===== src/design/rftc_pkg.sv =====
package rftc_pkg;

  // Frame layout
  localparam int unsigned HDR_LEN      = 20;
  localparam int unsigned LIMIT_LEN    = 4096;
  localparam int unsigned ATTR_HDR_LEN = 2;
  localparam int unsigned MIN_ATTR_LEN = 3;

  // Header codes and attribute types of interest
  localparam logic [7:0] CODE_ACCESS_REQUEST = 8'd1;
  localparam logic [7:0] CODE_STATUS_SERVER  = 8'd12;
  localparam logic [7:0] TYPE_MSG_AUTH       = 8'd80;

  // Byte roles
  localparam logic [3:0] ROLE_CODE       = 4'd0;
  localparam logic [3:0] ROLE_ID         = 4'd1;
  localparam logic [3:0] ROLE_LEN_HI     = 4'd2;
  localparam logic [3:0] ROLE_LEN_LO     = 4'd3;
  localparam logic [3:0] ROLE_AUTH       = 4'd4;
  localparam logic [3:0] ROLE_ATTR_TYPE  = 4'd5;
  localparam logic [3:0] ROLE_ATTR_LEN   = 4'd6;
  localparam logic [3:0] ROLE_ATTR_VALUE = 4'd7;
  localparam logic [3:0] ROLE_IGNORED    = 4'd8;

  // Status codes
  localparam logic [3:0] ST_OK         = 4'd0;
  localparam logic [3:0] ST_SHORT      = 4'd1;
  localparam logic [3:0] ST_BADAUTH    = 4'd2;
  localparam logic [3:0] ST_TRUNC      = 4'd3;
  localparam logic [3:0] ST_LENSMALL   = 4'd4;
  localparam logic [3:0] ST_LARGE      = 4'd5;
  localparam logic [3:0] ST_TRAILING   = 4'd6;
  localparam logic [3:0] ST_ATTR_TRUNC = 4'd7;
  localparam logic [3:0] ST_ATTR_SMALL = 4'd8;
  localparam logic [3:0] ST_DUP_AUTH   = 4'd9;

  // Configuration register indexes
  localparam int unsigned CFG_IDX_W = 1;
  localparam logic [CFG_IDX_W-1:0] CFG_MAX_LEN     = 1'd0;
  localparam logic [CFG_IDX_W-1:0] CFG_AUTH_LOADED = 1'd1;

  typedef struct packed {
    logic [7:0] data_byte;
    logic       last_byte;
  } in_word_t;

  typedef struct packed {
    logic [3:0]  byte_role;
    logic [7:0]  attr_type;
    logic [15:0] byte_offset;
    logic [7:0]  message_code;
    logic [7:0]  identifier;
    logic [15:0] declared_length;
    logic        auth_check_needed;
    logic [11:0] msg_auth_offset;
    logic [10:0] attr_count;
    logic [3:0]  status;
    logic        done_res;
  } out_word_t;

  typedef struct packed {
    logic [12:0] max_len;
    logic        auth_loaded;
  } cfg_t;

endpackage


===== src/design/radius_frame_tlv_checker_top.sv =====
// RADIUS datagram header and attribute checker.
//
// Input channel: in_valid / in_stall with in_data (data_byte, last_byte), one
// datagram byte per word, last_byte set on the final byte of a datagram.
// Output channel: out_valid / out_stall with out_data, exactly one result word
// per input word: byte role, attribute type, offset, header fields, attribute
// count, Message-Authenticator offset and status (final when done_res is set).
// Configuration: cfg_valid / cfg_ready, cfg_index selects max_message_length
// (0) or request_auth_loaded (1), cfg_data carries the value. Write only while
// no datagram is in flight.
// The result word of a byte is registered: it is offered in the cycle after the
// byte is accepted. Throughput is one byte per cycle while the receiver does not
// stall; it is set by the frame state update and the output register, which loads
// whenever it is empty or its word is taken in the same cycle.
// When the receiver stalls, the output word holds and in_stall rises until
// it is taken. Reset clears the frame state and the output valid flag and sets
// max_message_length to 4096 and request_auth_loaded to 0; in_stall is high
// during reset.
module radius_frame_tlv_checker_top (
  input  logic                              clk,
  input  logic                              rst,
  input  logic                              in_valid,
  output logic                              in_stall,
  input  rftc_pkg::in_word_t                in_data,
  output logic                              out_valid,
  input  logic                              out_stall,
  output rftc_pkg::out_word_t               out_data,
  input  logic                              cfg_valid,
  output logic                              cfg_ready,
  input  logic [rftc_pkg::CFG_IDX_W-1:0]    cfg_index,
  input  logic [12:0]                       cfg_data
);

  rftc_pkg::cfg_t      cfg;
  rftc_pkg::out_word_t res;
  logic                accept;

  assign cfg_ready = !rst;
  assign in_stall  = rst || (out_valid && out_stall);
  assign accept    = in_valid && !in_stall;

  // Configuration registers
  always_ff @(posedge clk) begin
    if (rst) begin
      cfg.max_len     <= 13'(rftc_pkg::LIMIT_LEN);
      cfg.auth_loaded <= 1'b0;
    end else if (cfg_valid && cfg_ready) begin
      unique case (cfg_index)
        rftc_pkg::CFG_MAX_LEN:     cfg.max_len     <= cfg_data;
        rftc_pkg::CFG_AUTH_LOADED: cfg.auth_loaded <= cfg_data[0];
        default: ;
      endcase
    end
  end

  rftc_parse u_parse (
    .clk  (clk),
    .rst  (rst),
    .adv  (accept),
    .word (in_data),
    .cfg  (cfg),
    .res  (res)
  );

  // Output register: load on accept, drop when taken
  always_ff @(posedge clk) begin
    if (rst) begin
      out_valid <= 1'b0;
    end else if (accept) begin
      out_valid <= 1'b1;
    end else if (!out_stall) begin
      out_valid <= 1'b0;
    end
  end

  always_ff @(posedge clk) begin
    if (accept) begin
      out_data <= res;
    end
  end

  a_accept_gives_word: assert property (@(posedge clk) disable iff (rst)
    accept |=> out_valid)
    else $error("accepted byte produced no result word");

  a_last_gives_done: assert property (@(posedge clk) disable iff (rst)
    accept && in_data.last_byte |=> out_valid && out_data.done_res)
    else $error("last byte result lacks done flag");

  a_short_only_final: assert property (@(posedge clk) disable iff (rst)
    out_valid && out_data.status == rftc_pkg::ST_SHORT |-> out_data.done_res)
    else $error("short buffer status before last byte");

  a_first_byte_code: assert property (@(posedge clk) disable iff (rst)
    out_valid && out_data.byte_offset == 16'd0 |-> out_data.byte_role == rftc_pkg::ROLE_CODE)
    else $error("offset zero not tagged as code");

  a_attr_after_header: assert property (@(posedge clk) disable iff (rst)
    out_valid && (out_data.byte_role == rftc_pkg::ROLE_ATTR_TYPE ||
                  out_data.byte_role == rftc_pkg::ROLE_ATTR_LEN ||
                  out_data.byte_role == rftc_pkg::ROLE_ATTR_VALUE)
      |-> out_data.byte_offset >= 16'(rftc_pkg::HDR_LEN))
    else $error("attribute byte inside header");

endmodule


===== src/design/rftc_parse.sv =====
module rftc_parse (
  input  logic              clk,
  input  logic              rst,
  input  logic              adv,
  input  rftc_pkg::in_word_t word,
  input  rftc_pkg::cfg_t    cfg,
  output rftc_pkg::out_word_t res
);

  localparam logic [1:0] PH_TYPE  = 2'd0;
  localparam logic [1:0] PH_LEN   = 2'd1;
  localparam logic [1:0] PH_VALUE = 2'd2;

  logic [15:0] byte_count;
  logic [7:0]  code_reg, code_reg_next;
  logic [7:0]  id_reg, id_reg_next;
  logic [15:0] length_reg, length_reg_next;
  logic [3:0]  hdr_verdict, hdr_verdict_next;
  logic [1:0]  walk_phase, walk_phase_next;
  logic [12:0] next_attr_start, next_attr_start_next;
  logic [7:0]  cur_type, cur_type_next;
  logic [11:0] auth_attr_pos, auth_attr_pos_next;
  logic [10:0] count_attrs, count_attrs_next;
  logic [3:0]  first_walk_error, first_walk_error_next;

  logic [7:0]  b;
  logic [15:0] off;
  logic [16:0] off_p1;
  logic [16:0] off_p2;
  logic [13:0] attr_end;
  logic [12:0] emax;
  logic [3:0]  role;
  logic [7:0]  atype;
  logic [3:0]  status;
  logic        auth_needed;

  assign b        = word.data_byte;
  assign off      = byte_count;
  assign off_p1   = {1'b0, off} + 17'd1;
  assign off_p2   = {1'b0, off} + 17'(rftc_pkg::ATTR_HDR_LEN);
  assign attr_end = {1'b0, next_attr_start} + {6'd0, b};
  assign emax     = (cfg.max_len > 13'(rftc_pkg::LIMIT_LEN)) ? 13'(rftc_pkg::LIMIT_LEN)
                                                             : cfg.max_len;

  // Header capture, role tagging and attribute walk for one byte
  always_comb begin
    code_reg_next         = code_reg;
    id_reg_next           = id_reg;
    length_reg_next       = length_reg;
    hdr_verdict_next      = hdr_verdict;
    walk_phase_next       = walk_phase;
    next_attr_start_next  = next_attr_start;
    cur_type_next         = cur_type;
    auth_attr_pos_next    = auth_attr_pos;
    count_attrs_next      = count_attrs;
    first_walk_error_next = first_walk_error;
    atype                 = '0;
    role                  = rftc_pkg::ROLE_IGNORED;

    // capture header fields
    if (off == 16'd0) begin
      code_reg_next = b;
    end else if (off == 16'd1) begin
      id_reg_next = b;
    end else if (off == 16'd2) begin
      length_reg_next = {b, 8'd0};
    end else if (off == 16'd3) begin
      length_reg_next = {length_reg[15:8], b};
      if (length_reg_next < 16'(rftc_pkg::HDR_LEN)) begin
        hdr_verdict_next = rftc_pkg::ST_LENSMALL;
      end else if (length_reg_next > {3'd0, emax}) begin
        hdr_verdict_next = rftc_pkg::ST_LARGE;
      end else begin
        hdr_verdict_next = rftc_pkg::ST_OK;
      end
    end

    // tag the byte and advance the walk
    if (off == 16'd0) begin
      role = rftc_pkg::ROLE_CODE;
    end else if (off == 16'd1) begin
      role = rftc_pkg::ROLE_ID;
    end else if (off == 16'd2) begin
      role = rftc_pkg::ROLE_LEN_HI;
    end else if (off == 16'd3) begin
      role = rftc_pkg::ROLE_LEN_LO;
    end else if (off < 16'(rftc_pkg::HDR_LEN)) begin
      role = rftc_pkg::ROLE_AUTH;
    end else if (hdr_verdict_next != rftc_pkg::ST_OK ||
                 first_walk_error != rftc_pkg::ST_OK || off >= length_reg_next) begin
      role = rftc_pkg::ROLE_IGNORED;
    end else begin
      unique case (walk_phase)
        PH_TYPE: begin
          role          = rftc_pkg::ROLE_ATTR_TYPE;
          cur_type_next = b;
          atype         = b;
          if (off_p2 > {1'b0, length_reg_next}) begin
            first_walk_error_next = rftc_pkg::ST_TRAILING;
          end else begin
            walk_phase_next = PH_LEN;
          end
        end
        PH_LEN: begin
          role  = rftc_pkg::ROLE_ATTR_LEN;
          atype = cur_type;
          if ({2'd0, attr_end} > length_reg_next) begin
            first_walk_error_next = rftc_pkg::ST_ATTR_TRUNC;
          end else if (b < 8'(rftc_pkg::MIN_ATTR_LEN)) begin
            first_walk_error_next = rftc_pkg::ST_ATTR_SMALL;
          end else if (cur_type == rftc_pkg::TYPE_MSG_AUTH && auth_attr_pos != 12'd0) begin
            first_walk_error_next = rftc_pkg::ST_DUP_AUTH;
          end else begin
            if (cur_type == rftc_pkg::TYPE_MSG_AUTH) begin
              auth_attr_pos_next = next_attr_start[11:0];
            end
            next_attr_start_next = attr_end[12:0];
            walk_phase_next      = PH_VALUE;
          end
        end
        PH_VALUE: begin
          role  = rftc_pkg::ROLE_ATTR_VALUE;
          atype = cur_type;
          if (off_p1 >= {4'd0, next_attr_start}) begin
            if (count_attrs != 11'h7FF) begin
              count_attrs_next = count_attrs + 11'd1;
            end
            walk_phase_next = PH_TYPE;
          end
        end
        default: begin
          role = rftc_pkg::ROLE_IGNORED;
        end
      endcase
    end

    auth_needed = code_reg_next != rftc_pkg::CODE_ACCESS_REQUEST &&
                  code_reg_next != rftc_pkg::CODE_STATUS_SERVER;

    // pick the highest priority status
    if (word.last_byte && off_p1 < 17'(rftc_pkg::HDR_LEN)) begin
      status = rftc_pkg::ST_SHORT;
    end else if (auth_needed && !cfg.auth_loaded) begin
      status = rftc_pkg::ST_BADAUTH;
    end else if (word.last_byte && {1'b0, length_reg_next} > off_p1) begin
      status = rftc_pkg::ST_TRUNC;
    end else if (off >= 16'd3 && hdr_verdict_next != rftc_pkg::ST_OK) begin
      status = hdr_verdict_next;
    end else begin
      status = first_walk_error_next;
    end
  end

  // Assemble the result word
  always_comb begin
    res.byte_role         = role;
    res.attr_type         = atype;
    res.byte_offset       = off;
    res.message_code      = code_reg_next;
    res.identifier        = id_reg_next;
    res.declared_length   = (off >= 16'd3) ? length_reg_next : 16'd0;
    res.auth_check_needed = auth_needed;
    res.msg_auth_offset   = auth_attr_pos_next;
    res.attr_count        = count_attrs_next;
    res.status            = status;
    res.done_res          = word.last_byte;
  end

  // Hold frame state; clear it on reset and after the last byte
  always_ff @(posedge clk) begin
    if (rst || (adv && word.last_byte)) begin
      byte_count       <= '0;
      code_reg         <= '0;
      id_reg           <= '0;
      length_reg       <= '0;
      hdr_verdict      <= rftc_pkg::ST_OK;
      walk_phase       <= PH_TYPE;
      next_attr_start  <= 13'(rftc_pkg::HDR_LEN);
      cur_type         <= '0;
      auth_attr_pos    <= '0;
      count_attrs      <= '0;
      first_walk_error <= rftc_pkg::ST_OK;
    end else if (adv) begin
      if (byte_count != 16'hFFFF) begin
        byte_count <= byte_count + 16'd1;
      end
      code_reg         <= code_reg_next;
      id_reg           <= id_reg_next;
      length_reg       <= length_reg_next;
      hdr_verdict      <= hdr_verdict_next;
      walk_phase       <= walk_phase_next;
      next_attr_start  <= next_attr_start_next;
      cur_type         <= cur_type_next;
      auth_attr_pos    <= auth_attr_pos_next;
      count_attrs      <= count_attrs_next;
      first_walk_error <= first_walk_error_next;
    end
  end

endmodule


===== config.mk =====
export PLATFORM = sky130hd
export DESIGN_NAME = radius_frame_tlv_checker_top
export DESIGN_NICKNAME = d
export VERILOG_FILES = /design/src/design/rftc_pkg.sv /design/src/design/radius_frame_tlv_checker_top.sv /design/src/design/rftc_parse.sv
export SDC_FILE = /design/constraint.sdc
export NUM_CORES = 1
export LEC_CHECK = 0
export BUFFER_PORTS_ARGS = -buffer_cell sky130_fd_sc_hd__buf_2
export CAP_MARGIN = 10
export CORE_ASPECT_RATIO = 0.5
export CORE_MARGIN = 5
export CORE_UTILIZATION = 62
export CTS_CLUSTER_DIAMETER = 150
export DETAILED_ROUTE_END_ITERATION = 8
export PLACE_DENSITY = 0.81
export SYNTH_ARGS = -nofsm -noshare
export SYNTH_HDL_FRONTEND = slang
export SYNTH_HIERARCHICAL = 1
export SYNTH_SLANG_ARGS = --single-unit

===== constraint.sdc =====
create_clock -name clk -period 21.1 [get_ports clk]
set_input_delay 1.055 -clock clk [delete_from_list [all_inputs] [get_ports clk]]
set_output_delay 1.055 -clock clk [all_outputs]
set_load 0.1 [all_outputs]

==> impl_results.md <==
* Peak supply drop at 54.5 uV
* Worst min-delay path category: reg -> reg
* Initial Util at 0.624
* Total number of vias at 10,300
* CTS tree: built
* Iteration count of the initial detailed-routing pass at 5
* Post-synth EDFFs at 89
* Core footprint at 0.0192 mm^2
* CP max FO at 16
* Gpl congestion at 0.990
* GRT overflow at 0
* Clock share of power at 0.368
* GR Util met2 at 0.432
* Drt total wl at 34,100 um
* Fin crit share at 0.320
* Cell variety after synth at 74
* Placed cell count at 1,595
* Busiest layer in global routing: met1
* Ys async rst share at 0
* Final min period at 6.76 ns
* Synth top area cells: edfxtp_1 22%, dfxtp_1 20%, ha_1 11%
* DIE AREA at 0.0224 mm^2
* Clk sink count at 206
* Global-route wire length before repair at 51,800 um
* Seq pwr share at 0.458
* RR Endpoint: out_data[6]$_DFFE_PP_
* Final Max Tran Viols at 0
* Most common flop cell mapped by yosys: dfxtp_1
* Storage cell area at 0.00501 mm^2
* Comb power frac at 0.174
* Switching Share at 0.298
* Biggest area consumer among synthesized cells: edfxtp_1
* M1 GR Usage at 0.444
* Syn_area_per_cell at 9.44 um^2
* FILL cells at 1,507
* Cells after synthesis at 1,272
* Worst hold path startpoint: u_parse/id_reg[6]$_SDFFE_PP0P_
* Layout Nets at 1,486
* Clock Tree Buf Depth at 3
* Vias in the first global route at 9,324
* Status: finished clean
* Vias per cell at 6.31
* Htree depth at 1
* Post-cts sizing count at 0
* Top cell type's share of synthesized area at 0.223
* Buffers on Ports at 119
* Die H at 108 um
* Hold Vio Cnt, Final at 0
* #FFs+latches synth at 206
* Unrepaired setup endpoints after global routing: false
* Startpoint types: flip-flop
* Syn nets at 1,407
* # rows at 36
* I/O pin cnt at 120
* Setup TNS Final at 0 ns
* Internal power at 0.664 mW
* Post-synth top cells: 138 x nor2_1, 117 x dfxtp_1, 106 x ha_1, 89 x edfxtp_1, 86 x nand2_1
* Setup violators final at 0
* Max-cap violations at 0
* FF-to-FF path depth at 15
* Largest net degree at the start of global routing at 123
* Clk_lat worst skew at 0.51 ns
* Reg2reg setup slack at 14.34 ns
* Reg2reg start: u_parse/byte_count[0]$_SDFFE_PP0P_
* Hold endpoint: u_parse/id_reg[6]$_SDFFE_PP0P_
* Yosys warns at 6
* Hold path depth at 2
* Number of buffers created by CTS at 19
* Non-Filler Instances at 1,630
* Multi-input gate area at 0.00642 mm^2
* Reg clk slew, reported paths at 0.07 ns
* DR WL/cell at 20.9 um
* Hold Buf Count CTS at 0
* Initial antenna violation count at 0
* Setup Skew at 0.0158 ns
* Clock root buffer: clkbuf_16
* Max Freq at 148 MHz
* Routing usage on met3 at 0.0776
* Worst EP arrival at 7.00 ns
* Ant. Diodes at 0
* Leakage power at 5.52 nW
* Detail Route Antenna Nets at 0
* Top-count cell post-synth: nor2_1
* Total track usage at 0.295
* Sequential area share after synthesis at 0.418
* DRC at 0
* Drt initial violations at 1,235
* Worst Setup Path Type: reg -> reg
* Detailed Place HPWL at 24,600 um
* Tot Pwr at 0.947 mW
* WP data required at 21.35 ns
* Max-slew headroom at 0.215
* Ratio of cells with drive above 1 in the final layout at 0.150
* P_sw at 0.283 mW
* Setup bufs post-CTS at 0
* Synth-to-Final Area Change at 11.4%
* Worst Setup End Kind: flip-flop
* Die X at 207 um
* Max FFs per register at 89
* Slew @ Worst Pin at 1.17 ns
* Total power per unit cell area at 70.8 mW/mm^2
* Syn Std Cell Area at 0.0120 mm^2
## cell usage in the layout (no fill, tap or decap), types with 16 or more instances in the layout
cell type,n
nor2_1,137
buf_2,120
dfxtp_1,117
ha_1,106
edfxtp_1,89
nand2_1,86
a21oi_1,71
inv_1,69
nand3_1,56
o21ai_0,48
xnor2_1,34
a211oi_1,29
nand4_1,26
a21o_1,25
mux2i_1,25
clkbuf_16,21
xor2_1,21
nand2b_1,19
a22oi_1,17
nor4_1,16
## power by group through the flow
stage | sequential (mW) | combinational, mW | clock, mW
CTS | 0.434 | 0.161 | 0.351
floorplan | 0.492 | 0.0717 | 0
detailed placement | 0.443 | 0.160 | 0
finish | 0.434 | 0.165 | 0.348
global placement | 0.442 | 0.159 | 0
global route | 0.435 | 0.174 | 0.372
## logic make-up after synthesis
logic type / count (synthesis) / synth area share
AOI/OAI and AO/OA: 279 / 0.156
xor gates and xnor gates: 55 / 0.0401
adders and majority gates: 107 / 0.112
buffers and inverters: 144 / 0.0491
DFF: 206 / 0.418
muxes: 38 / 0.0330
and+or+nand+nor: 443 / 0.192
## metrics by stage
stage           util  worst slack, ns  hold WS (ns)  area, um^2
2_1_floorplan      -            13.06         0.427       12000
3_3_place_gp   0.662            14.85         0.445       12700
3_5_place_dp   0.662            14.62         0.457       12700
4_1_cts        0.695            14.59         0.466       13400
5_1_grt        0.695            14.15         0.484       13400
6_report       0.695            14.34         0.473       13400
## layout make-up
type,count,area share
Clock inverter,4,0.00225
Sequential cell,206,0.375
Multi-Input combinational cell,922,0.480
Tap cell,266,0.0249
Timing Repair Buffer,133,0.0531
Clock buffer,30,0.0448
Inverter,69,0.0194
## layer usage
metal  vias to the layer above  share of wire
met5                         -              0
met4                         0          0.017
met3                        61           0.11
met2                       515           0.41
met1                      4913           0.46
li1                       4802              -
## critical path: stages (launching register included)
cell and delay [ns]:
dfxtp_1 0.79, inv_1 0.23, ha_1 0.36, nor2_1 0.23, nand4_1 0.75, mux2i_1 0.94, ha_1 0.40, a21o_1 0.18
a21oi_1 0.31, nand3_1 0.10, o21ai_0 0.25, o211ai_1 0.14, buf_4 0.22, nor4_2 0.93, and2_1 0.30, mux2_2 0.35
## worst max-delay path by stage
| stage | start | endpoint | depth (start not counted) |
|---|---|---|---|
| floorplan | rst | u_parse/next_attr_start[9]$_SDFFE_PP0P_ | 9 |
| global placement | u_parse/byte_count[0]$_SDFFE_PP0P_ | out_data[6]$_DFFE_PP_ | 15 |
| detailed placement | u_parse/byte_count[0]$_SDFFE_PP0P_ | out_data[6]$_DFFE_PP_ | 15 |
| CTS | u_parse/byte_count[0]$_SDFFE_PP0P_ | out_data[6]$_DFFE_PP_ | 15 |
| global route | u_parse/byte_count[0]$_SDFFE_PP0P_ | out_data[6]$_DFFE_PP_ | 15 |
| finish | u_parse/byte_count[0]$_SDFFE_PP0P_ | out_data[6]$_DFFE_PP_ | 15 |
(Power assumes the default switching activity.)
